**src/hw/rtl/tch_pkg.sv**
```systemverilog
// shared types, codes and constants for the transfer header checker
`default_nettype none

package tch_pkg;

    // default width of the file byte counter
    localparam int COUNT_BITS_DEF = 25;

    // fixed field widths
    localparam int BYTE_BITS  = 8;
    localparam int LEN_BITS   = 24;
    localparam int PCNT_BITS  = 25;
    localparam int OUT_TDATA_BITS = 40;

    // header lengths of the two formats
    localparam logic [4:0] HDR_LEN_A = 5'd27;
    localparam logic [4:0] HDR_LEN_B = 5'd16;

    // magic, type and trailer bytes
    localparam logic [7:0] MAGIC_A0   = 8'h01;
    localparam logic [7:0] MAGIC_A2   = 8'h43;
    localparam logic [7:0] MAGIC_A3   = 8'h4F;
    localparam logic [7:0] MAGIC_A4   = 8'h4D;
    localparam logic [7:0] TYPE_A     = 8'h40;
    localparam logic [7:0] MAGIC_B0   = 8'hFF;
    localparam logic [7:0] MAGIC_B1   = 8'h10;
    localparam logic [7:0] ZERO_BYTE  = 8'h00;
    localparam logic [7:0] TYPE_B     = 8'h21;
    localparam logic [7:0] TRAILER_B1 = 8'h0F;
    localparam logic [7:0] TRAILER_B2 = 8'hF0;

    // status codes on the final item
    typedef enum logic [2:0] {
        ST_OK_A        = 3'd0,
        ST_OK_B        = 3'd1,
        ST_BAD_TYPE    = 3'd2,
        ST_BAD_TRAILER = 3'd3,
        ST_BAD_LENGTH  = 3'd4,
        ST_UNKNOWN     = 3'd5
    } status_t;

    // format decision, one-hot
    typedef enum logic [3:0] {
        GUESS_NONE = 4'b0001,
        GUESS_A    = 4'b0010,
        GUESS_B    = 4'b0100,
        GUESS_BAD  = 4'b1000
    } guess_t;

    // one result item from the checker core
    typedef struct packed {
        logic                 has;
        logic                 byte_valid;
        logic [BYTE_BITS-1:0] payload_byte;
        logic                 status_valid;
        status_t              status;
        logic [PCNT_BITS-1:0] payload_count;
    } result_t;

endpackage

`default_nettype wire

```
**src/hw/rtl/tch_core.sv**
```systemverilog
// header decode, per-file state and result formation for one byte per cycle while accept is high
`default_nettype none

module tch_core #(
    parameter int COUNT_BITS = tch_pkg::COUNT_BITS_DEF
) (
    input  wire logic                          clk,
    input  wire logic                          rst_n,
    input  wire logic                          accept,
    input  wire logic [tch_pkg::BYTE_BITS-1:0] file_byte,
    input  wire logic                          end_of_file,
    output tch_pkg::result_t                   res
);
    import tch_pkg::*;

    localparam int CMP_BITS = (COUNT_BITS + 1 > PCNT_BITS + 1) ? COUNT_BITS + 1 : PCNT_BITS + 1;

    logic [COUNT_BITS-1:0] count_reg, count_next;
    guess_t                guess_reg, guess_next;
    logic [LEN_BITS-1:0]   len_reg, len_next;
    logic                  type_reg, type_next;
    logic                  trailer_reg, trailer_next;

    logic                  sat;
    logic [4:0]            hdr;
    logic                  known;
    logic                  payload;
    logic [PCNT_BITS-1:0]  cnt;
    logic [CMP_BITS-1:0]   idx_plus;
    logic [CMP_BITS-1:0]   expect_len;
    logic                  hdr_done;
    logic                  len_ok;
    status_t               st;

    // header field capture for the current byte
    always_comb
    begin
        guess_next   = guess_reg;
        len_next     = len_reg;
        type_next    = type_reg;
        trailer_next = trailer_reg;
        if (count_reg == '0)
        begin
            if (file_byte == MAGIC_A0)
                guess_next = GUESS_A;
            else if (file_byte == MAGIC_B0)
                guess_next = GUESS_B;
            else
                guess_next = GUESS_BAD;
        end
        else
        begin
            case (guess_reg)
                GUESS_A:
                begin
                    if (count_reg == COUNT_BITS'(1))
                        type_next = (file_byte == TYPE_A);
                    else if (count_reg == COUNT_BITS'(2) && file_byte != MAGIC_A2)
                        guess_next = GUESS_BAD;
                    else if (count_reg == COUNT_BITS'(3) && file_byte != MAGIC_A3)
                        guess_next = GUESS_BAD;
                    else if (count_reg == COUNT_BITS'(4) && file_byte != MAGIC_A4)
                        guess_next = GUESS_BAD;
                    else if (count_reg == COUNT_BITS'(23))
                        len_next = {8'h00, file_byte, len_reg[7:0]};
                    else if (count_reg == COUNT_BITS'(24))
                        len_next = {8'h00, len_reg[15:8], file_byte};
                end
                GUESS_B:
                begin
                    if (count_reg == COUNT_BITS'(1) && file_byte != MAGIC_B1)
                        guess_next = GUESS_BAD;
                    else if ((count_reg == COUNT_BITS'(2) || count_reg == COUNT_BITS'(3))
                             && file_byte != ZERO_BYTE)
                        guess_next = GUESS_BAD;
                    else if (count_reg == COUNT_BITS'(4))
                        type_next = (file_byte == TYPE_B);
                    else if (count_reg == COUNT_BITS'(5))
                        len_next = {len_reg[23:8], file_byte};
                    else if (count_reg == COUNT_BITS'(6))
                        len_next = {len_reg[23:16], file_byte, len_reg[7:0]};
                    else if (count_reg == COUNT_BITS'(7))
                        len_next = {file_byte, len_reg[15:0]};
                    else if (count_reg == COUNT_BITS'(14))
                        trailer_next = (file_byte == ZERO_BYTE);
                    else if (count_reg == COUNT_BITS'(15))
                        trailer_next = trailer_reg
                            && (file_byte == TRAILER_B1 || file_byte == TRAILER_B2);
                end
                default:
                begin
                    guess_next = guess_reg;
                end
            endcase
        end
    end

    // payload detection and saturating count
    always_comb
    begin
        sat        = (count_reg == '1);
        count_next = sat ? count_reg : count_reg + COUNT_BITS'(1);
        known      = (guess_next == GUESS_A) || (guess_next == GUESS_B);
        hdr        = (guess_next == GUESS_A) ? HDR_LEN_A : HDR_LEN_B;
        payload    = known && (count_reg >= COUNT_BITS'(hdr));
    end

    // length check and status on the final byte
    always_comb
    begin
        if (guess_next == GUESS_A)
            cnt = PCNT_BITS'(len_next[15:0]) + PCNT_BITS'(1);
        else
            cnt = PCNT_BITS'(len_next);
        idx_plus   = CMP_BITS'(count_reg) + CMP_BITS'(1);
        expect_len = CMP_BITS'(hdr) + CMP_BITS'(cnt);
        hdr_done   = idx_plus >= CMP_BITS'(hdr);
        len_ok     = !sat && (idx_plus == expect_len);
        if (!(known && hdr_done))
            st = ST_UNKNOWN;
        else if (!type_next)
            st = ST_BAD_TYPE;
        else if (guess_next == GUESS_B && !trailer_next)
            st = ST_BAD_TRAILER;
        else if (!len_ok)
            st = ST_BAD_LENGTH;
        else if (guess_next == GUESS_A)
            st = ST_OK_A;
        else
            st = ST_OK_B;
    end

    // result item
    always_comb
    begin
        res.has           = payload || end_of_file;
        res.byte_valid    = payload;
        res.payload_byte  = payload ? file_byte : '0;
        res.status_valid  = end_of_file;
        res.status        = end_of_file ? st : ST_OK_A;
        res.payload_count = (end_of_file && st != ST_UNKNOWN) ? cnt : '0;
    end

    // per-file state, cleared after the final byte
    always_ff @(posedge clk or negedge rst_n)
    begin
        if (!rst_n)
        begin
            count_reg   <= '0;
            guess_reg   <= GUESS_NONE;
            len_reg     <= '0;
            type_reg    <= 1'b0;
            trailer_reg <= 1'b0;
        end
        else if (accept)
        begin
            if (end_of_file)
            begin
                count_reg   <= '0;
                guess_reg   <= GUESS_NONE;
                len_reg     <= '0;
                type_reg    <= 1'b0;
                trailer_reg <= 1'b0;
            end
            else
            begin
                count_reg   <= count_next;
                guess_reg   <= guess_next;
                len_reg     <= len_next;
                type_reg    <= type_next;
                trailer_reg <= trailer_next;
            end
        end
    end

endmodule

`default_nettype wire

```
**src/hw/rtl/transfer_header_checker_top.sv**
```systemverilog
// top level of the transfer header checker: checker core and output skid stage
//
//  channel | dir | tdata (low bit up)                          | tuser      | tlast
//  s_axis  | in  | file_byte[7:0]                              | -          | end_of_file
//  m_axis  | out | payload_byte[7:0] status[10:8] count[35:11] | byte_valid | status_valid
//
// one input item per cycle while s_axis_tready is high; a result is registered in the output stage before it leaves
// the per-byte decode sits between the input port and a two-entry output stage
// reset clears the file state and empties the output stage
// s_axis_tready drops only while both output entries are full
`default_nettype none

module transfer_header_checker_top #(
    parameter int COUNT_BITS = tch_pkg::COUNT_BITS_DEF
) (
    input  wire logic                               clk,
    input  wire logic                               rst_n,
    input  wire logic                               s_axis_tvalid,
    output logic                                    s_axis_tready,
    input  wire logic [7:0]                         s_axis_tdata,   // file_byte
    input  wire logic                               s_axis_tlast,   // end_of_file
    output logic                                    m_axis_tvalid,
    input  wire logic                               m_axis_tready,
    output logic [tch_pkg::OUT_TDATA_BITS-1:0]      m_axis_tdata,   // payload_byte, status,
                                                                    // payload_count, zero pad
    output logic                                    m_axis_tuser,   // byte_valid
    output logic                                    m_axis_tlast    // status_valid
);
    import tch_pkg::*;

    localparam int PAD_BITS = OUT_TDATA_BITS - BYTE_BITS - 3 - PCNT_BITS;

    logic    in_accept;
    result_t res;
    logic    push;
    logic    pop;

    logic    out_valid_reg;
    result_t out_data_reg;
    logic    skid_valid_reg;
    result_t skid_data_reg;

    assign s_axis_tready = !skid_valid_reg;
    assign in_accept     = s_axis_tvalid && s_axis_tready;

    tch_core #(
        .COUNT_BITS (COUNT_BITS)
    ) u_core (
        .clk         (clk),
        .rst_n       (rst_n),
        .accept      (in_accept),
        .file_byte   (s_axis_tdata),
        .end_of_file (s_axis_tlast),
        .res         (res)
    );

    assign push = in_accept && res.has;
    assign pop  = out_valid_reg && m_axis_tready;

    // output register with one skid entry
    always_ff @(posedge clk or negedge rst_n)
    begin
        if (!rst_n)
        begin
            out_valid_reg  <= 1'b0;
            skid_valid_reg <= 1'b0;
        end
        else if (skid_valid_reg)
        begin
            if (pop)
            begin
                skid_valid_reg <= 1'b0;
            end
        end
        else if (push)
        begin
            if (!out_valid_reg || pop)
                out_valid_reg <= 1'b1;
            else
                skid_valid_reg <= 1'b1;
        end
        else if (pop)
        begin
            out_valid_reg <= 1'b0;
        end
    end

    // payload of the output stage
    always_ff @(posedge clk)
    begin
        if (skid_valid_reg)
        begin
            if (pop)
                out_data_reg <= skid_data_reg;
        end
        else if (push)
        begin
            if (!out_valid_reg || pop)
                out_data_reg <= res;
            else
                skid_data_reg <= res;
        end
    end

    // master-side packing
    assign m_axis_tvalid = out_valid_reg;
    assign m_axis_tuser  = out_data_reg.byte_valid;
    assign m_axis_tlast  = out_data_reg.status_valid;
    assign m_axis_tdata  = {{PAD_BITS{1'b0}}, out_data_reg.payload_count,
                            out_data_reg.status, out_data_reg.payload_byte};

endmodule

`default_nettype wire

```
**config.mk**
```make
export PLATFORM = sky130hd
export DESIGN_NAME = transfer_header_checker_top
export DESIGN_NICKNAME = d
export VERILOG_FILES = /design/src/hw/rtl/tch_pkg.sv /design/src/hw/rtl/tch_core.sv /design/src/hw/rtl/transfer_header_checker_top.sv
export SDC_FILE = /design/constraint.sdc
export NUM_CORES = 1
export LEC_CHECK = 0
export BUFFER_PORTS_ARGS = -buffer_cell sky130_fd_sc_hd__buf_2
export CAP_MARGIN = 20
export CORE_ASPECT_RATIO = 1.1
export CORE_MARGIN = 10
export CORE_UTILIZATION = 52
export CTS_CLUSTER_SIZE = 8
export DETAILED_ROUTE_END_ITERATION = 8
export GPL_TIMING_DRIVEN = 1
export MAX_ROUTING_LAYER = met4
export PLACE_DENSITY = 0.77
export SETUP_SLACK_MARGIN = 0.4
export SYNTH_ARGS = -nofsm -noshare
export SYNTH_HDL_FRONTEND = slang
export SYNTH_SLANG_ARGS = --single-unit
```
**constraint.sdc**
```tcl
create_clock -name clk -period 15.2 [get_ports clk]
set_clock_uncertainty 0.2 [all_clocks]
set_input_delay 2.28 -clock clk [delete_from_list [all_inputs] [get_ports clk]]
set_output_delay 2.28 -clock clk [all_outputs]
set_load 0.005 [all_outputs]
```
### Yosys cells after proc, flatten, opt, wreduce, memory -nomap -nowiden

Cells that the tools add are included.

* reduce and logical (&&, ||, !) cells: 33
* muxes and demuxes: 67
* $add $sub $neg: 4
* bitwise operators: 2
* $lt $le $gt $ge: 2
* equal/unequal tests: 31

Operators by type and width (count)
* $mux W24: 14
* $mux W38: 4
* $eq A25 B3 Y1 const B: 4
* $mux W25: 4
* $eq A25 B2 Y1 const B: 2
* $eq A25 B4 Y1 const B: 2
* $eq A25 B5 Y1 const B: 2
* $pmux W24 S2: 1
* $mux W4: 11
* $add A25 B1 Y26 const B: 1
* $add A5 B25 Y26: 1
* $eq A26 B26 Y1: 1
* $ge A26 B5 Y1: 1
* $add A25 B1 Y25 const B: 1
* $eq A25 B1 Y1 const B: 1
* $eq A25 B25 Y1 const B: 1
* $ge A25 B5 Y1: 1
* $logic_not A25 Y1: 1
* $mux W1: 25
* $ne A8 B7 Y1 const B: 3
* $add A16 B1 Y17 const B: 1
* $eq A8 B8 Y1 const B: 2
* $mux W3: 5
* $logic_and A1 B1 Y1: 14
* other kinds (21): 36

* word-level logic and storage cells: 156
* bits of input ports: 13
* register bits: 133

### Longest topological paths before layout

* depth after elaboration: 24
* depth in mapped cells: 26

### Cells and area by module

From an unflattened synthesis, not the netlist that was laid out.

* cell total of the unflattened synthesis: 983
* area total of the unflattened synthesis: 9565.4 um^2

By module, submodules not included
* tch_core: cells each 845, area each 6472.5 um^2, seq. area each 1377.6 um^2, instances 1
* transfer_header_checker_top: cells each 138, area each 3093.0 um^2, seq. area each 2332.2 um^2, instances 1

### Worst setup path after synthesis

No wires, ideal clock.

* path type: in2reg
* from: input s_axis_tdata[5]
* to: register out_data_reg (netlist bit m_axis_tdata[0]), enable pin
* data arrival time: 7686 ps
* path buffers: 3
* stages: 17
* data required time: 14556 ps
* slack: 6870 ps
* cell sequence: clkbuf_1 > or4b_2 > o2111ai_1 > o21ai_1 > and3_1 > buf_6 > nor2_4 > buf_1 > ha_1 > or4_1 > o31ai_1 > a211o_1 > a21oi_1 > nor2b_1 > o21a_1 > o21ai_0 > a21oi_1

* word-level cells in the longest chain between the ends: 16
* elaborated cells between the ends (all ways): 32
* those cells by class: order compare (1); eq/ne (8); mux (11); reduce/logical (12)

Ends and longest elaborated chain
* start: declaration: RTL line transfer_header_checker_top.sv:20 `input wire logic [7:0] s_axis_tdata,`
* $ne A8 B7 Y1: RTL line tch_core.sv:62 `else if (count_reg == COUNT_BITS'(4) && file_byte != MAGIC_A4)`
* $logic_and A1 B1 Y1: RTL line tch_core.sv:62
* $mux W4: RTL line tch_core.sv:62
* $mux W4: RTL line tch_core.sv:60 `else if (count_reg == COUNT_BITS'(3) && file_byte != MAGIC_A3)`
* $mux W4: RTL line tch_core.sv:58 `else if (count_reg == COUNT_BITS'(2) && file_byte != MAGIC_A2)`
* $mux W4: RTL line tch_core.sv:56 `if (count_reg == COUNT_BITS'(1))`
* $pmux W4 S2: RTL line tch_core.sv:53 `case (guess_reg)`
* $mux W4 (*): RTL line tch_core.sv:42 `if (count_reg == '0)`
* $eq A4 B2 Y1: RTL line tch_core.sv:103, tch_core.sv:104
* $mux W4: RTL line tch_core.sv:104 `hdr = (guess_next == GUESS_A) ? HDR_LEN_A : HDR_LEN_B;`
* $ge A25 B5 Y1: RTL line tch_core.sv:105 `payload = known && (count_reg >= COUNT_BITS'(hdr));`
* $logic_and A1 B1 Y1 (*): RTL line tch_core.sv:105
* $logic_or A1 B1 Y1 (*): RTL line tch_core.sv:136 `res.has = payload || end_of_file;`
* $logic_and A1 B1 Y1 (*): RTL line transfer_header_checker_top.sv:57 `assign push = in_accept && res.has;`
* $reduce_bool A2 Y1 (no line) (*)
* $reduce_and A3 Y1 (no line) (*)
* end signal: assignment: RTL line transfer_header_checker_top.sv:94 `out_data_reg <= skid_data_reg;`
* end signal: assignment: RTL line transfer_header_checker_top.sv:99 `out_data_reg <= res;`
* end: declaration: RTL line transfer_header_checker_top.sv:39 `result_t out_data_reg;`

Every way passes the cells marked *; elsewhere a longest branch is shown, timed or not.
A chain may end at the register's enable or synchronous reset.

### Worst setup path in the final report

* from: input s_axis_tdata[5]
* to: register out_data_reg (netlist bit m_axis_tdata[8]) (data pin)

* word-level cells in the longest chain between the ends: 22
* elaborated cells between the ends (all ways): 81
* those cells by class: add/sub (2); order compare (1); eq/ne (13); mux (51); reduce/logical (14)

Ends and longest elaborated chain
* branches (longest 17 deep; another with $add A5 B25 Y26)
* $mux W3 (*): RTL line tch_core.sv:119 `if (!(known && hdr_done))`
* $mux W3 (*): RTL line tch_core.sv:140 `res.status = end_of_file ? st : ST_OK_A;`
* $mux W38 (*): RTL line transfer_header_checker_top.sv:98 `if (!out_valid_reg || pop)`
* $mux W38 (*): RTL line transfer_header_checker_top.sv:96 `else if (push)`
* $mux W38 (*): RTL line transfer_header_checker_top.sv:91 `if (skid_valid_reg)`

Mark *: on every way between the ends. The select of a mux whose other input is x is not followed.

==> run_results.csv <==
group,metric,value,unit
status,status,"finished clean",
detailed_routing,wirelength,27990,um
die,die_area,23810,um^2
synthesis,synth_ff_type,"edfxtp_1",
die,core-area,17740,um^2
synthesis,synth_top_cell_area_share,0.2370,
sta,holdWs,0.2930,ns
placed_design,gp_congestion,1.032,
final_layout,layout_common_cells,"nand2_1 (117), edfxtp_1 (74), nor2_1 (68)",
detailed_routing,wl_per_cell,21.97,um
clock_tree,cts_sinks,131,
clock_tree,cts_resized,0,
detailed_routing,viasPerCell,6.481,
global_route,grt_pass1_wl,43480,um
run,maxCapViolations,0,
clock_tree,cts_hold_buf,0,
synthesis,synthCells,1006,
synthesis,yosysSeqAreaShare,0.3892,
sta,clock.fmax,120.0,MHz
worst_setup_path,critPathMaxFanout,23,
sta,slew_headroom,0.3705,
worst_setup_path,worstPathRequired,15.17,ns
sta,hold_viol_final,0,
worst_setup_path,critPathMaxStageDelay,0.75,ns
detailed_routing,vias,8257,
synthesis,synth-edff-count,74,
global_route,grt_pass1_vias,7702,
detailed_routing,drc_errors,0,
global_route,grt_max_degree,58,
detailed_routing,ant_nets,0,
synthesis,yosysTopAreaCell,"edfxtp_1",
final_layout,fin_util,0.5813,
final_layout,layout_commonest_cell,"nand2_1",
final_layout,design_area,10310,um^2
power_and_ir_drop,ir_drop,0.0001154,V
die,ios,57,
clock_tree,post-cts-setup-buffers,0,
sta,tns,0,ns
worst_setup_path,critPathBufInv,2,
worst_setup_path,path_cells,"buf_2 > or4b_2 > nor4_1 > o21ai_1 > and3_1 > nor2_4 > inv_2 > nor4b_1 > xor2_1 > nor2_1 > a21oi_1 > ha_1 > o21ba_2 > mux2i_1 > a31o_1 > nand3_2 > o311a_1 > a311oi_1 > a22oi_1 > a311oi_1 > o21ai_1",
sta,finalSetupViolations,0,
placed_design,dpl_cell_area,9691,um^2
worst_setup_path,r2r_slack,7.69,ns
sta,fin_crit,8.331,ns
sta,post-route-period-util,0.5481,
die,die_w,148.0,um
clock_tree,cts.clk_slew.worst_paths,0.07,ns
worst_setup_path,crit_family,"simple AND/OR/NAND/NOR gates",
worst_setup_path,criticalPathCategory,"in -> reg",
die,rows,51,
sta,worst_slew_pin_slew,0.9441,ns
global_route,antenna_found_initial,0,
synthesis,syn_area_per_cell,9.322,um^2
worst_setup_path,arrival,8.30,ns
final_layout,nFillCells,1559,
power_and_ir_drop,p_leak,3.940,nW
global_route,overflow,0,
detailed_routing,drtIter0Drc,903,
placed_design,io_buffers,51,
placed_design,hpwl,20110,um
worst_setup_path,start_kind,"input port",
clock_tree,cts_htree_levels,4,
clock_tree,cts_made_buffers,17,
synthesis,synth.area.top_cells,"edfxtp_1 (24%), dfrtp_1 (15%), nand2_1 (4.7%)",
clock_tree,tritoncts,"built",
final_layout,drive_gt1_frac,0.1535,
final_layout,syn_to_final_growth,9.953,%
clock_tree,cts_root_buf,"clkbuf_16",
die,dieHeight,160.8,um
worst_setup_path,endpoint_kind,"flip-flop",
die,initial_core_util,0.5286,
synthesis,synth-seq-cells,131,
synthesis,async_reset_ff_frac,0.4351,
final_layout,largest_reg_flops,37,
sta,grt_setup_unrepaired,"false",
synthesis,post_synth_instance_area,9378,um^2
power_and_ir_drop,power_density,118.8,nW/um^2
synthesis,yosys_warnings,0,
final_layout,nNetsFinal,1052,
detailed_routing,dr.pass1.iters,6,
synthesis,synth_cell_type_count,95,
clock_tree,clk_latency,0.43,ns
global_route,gr-usage-all-layers,0.2365,
worst_setup_path,slowest_stage,"or4b_2",
sta,drv_slew,0,
clock_tree,clk_path_buf_depth,2,
min_path,min_path_type,"reg -> reg",
final_layout,antennaDiodeCount,0,
## final cells by class
type | instances | area [um^2] | share of cell area
clock buffers | 18 | 429.2 | 0.04162
flip-flops and latches | 131 | 3650 | 0.3540
clock inverters | 14 | 143.9 | 0.01395
multi-input cells | 787 | 5315 | 0.5155
well taps | 238 | 297.8 | 0.02888
repair buffers | 66 | 400.4 | 0.03883
inverters | 20 | 75.07 | 0.007281
## through the flow
stage	power (mW)	setup WS (ns)	instances
floorplan	0.7119	6.870	1010
global placement	0.8106	6.867	1240
detailed placement	0.8124	6.571	1240
CTS	1.219	6.987	1272
global route	1.284	6.500	1274
finish	1.224	6.869	1274
## power by group
| part | leakage (nW) | internal [mW] | switching, mW | total, mW |
|---|---|---|---|---|
| logic | 2.18 | 0.127 | 0.223 | 0.350 |
| clock network | 0.268 | 0.230 | 0.179 | 0.409 |
| registers | 1.49 | 0.434 | 0.0311 | 0.465 |
| total | 3.94 | 0.791 | 0.433 | 1.22 |
## cell families (layout without fill, tap and decap cells)
kind of cell / after synthesis / in the layout / share of synthesized area
compound gates: 247 / 247 / 0.1823
xor+xnor: 68 / 68 / 0.07458
fa+ha+maj: 16 / 16 / 0.02215
buf+inv: 92 / 118 / 0.04723
flops: 131 / 131 / 0.3892
mux: 38 / 38 / 0.04496
other cells: 1 / 5 / 0.0003999
simple gates: 413 / 413 / 0.2392
## cells in the mapped netlist (7+ instances only)
cell type and instances:
clkbuf_1 42, nor2b_1 12, or3_1 10, o31ai_1 29
and3_1 22, a22oi_1 19, xnor2_1 32, a31oi_1 12
nor3_1 31, mux2_2 19, nor2_1 68, buf_4 13
ha_1 15, nand2b_1 8, nor4_1 21, xnor3_1 7
inv_1 18, xor2_1 28, dfrtp_1 56, and2_1 14
o21a_1 7, nand3_1 33, o21ai_0 67, o22ai_1 7
edfxtp_1 74, mux2i_1 17, or4_1 9, nand2_1 117
nand4_1 17, a21oi_1 39
## worst register-to-register path: stages (launching register included)
cell and delay (ns):
dfrtp_1 0.45, nor4_1 0.73, nand2_1 0.60, or3_1 0.64, and3_1 0.32, nor2_4 0.50, inv_2 0.34, nor4b_1 0.41
xor2_1 0.18, nor2_1 0.05, a21oi_1 0.19, ha_1 0.22, o21ba_2 0.17, mux2i_1 0.27, a31o_1 0.39, nand3_2 0.22
o311a_1 0.42, a311oi_1 0.24, a22oi_1 0.15, a311oi_1 0.42, o21ai_1 0.13
## layer usage
layer / track usage / routed length (um) / vias up
li1: - / - / 3804
met1: 0.2962 / 11550 / 3941
met2: 0.3585 / 12870 / 430
met3: 0.05677 / 2541 / 82
met4: 0.1005 / 1029 / 0
met5: - / 0 / -
## final timing paths
kind | start | end | cells past startpoint
max in group asynchronous | rst_n | skid_valid_reg | 2
worst min register to register | u_core.trailer_reg | u_core.trailer_reg | 2
worst max-delay path | s_axis_tdata[5] | m_axis_tdata[8] | 21
min in group asynchronous | rst_n | u_core.count_reg[17] | 2
worst max register to register | u_core.count_reg[12] | m_axis_tdata[8] | 20
worst min-delay path | u_core.trailer_reg | u_core.trailer_reg | 2
No activity file was read; power rests on OpenSTA's default activity.
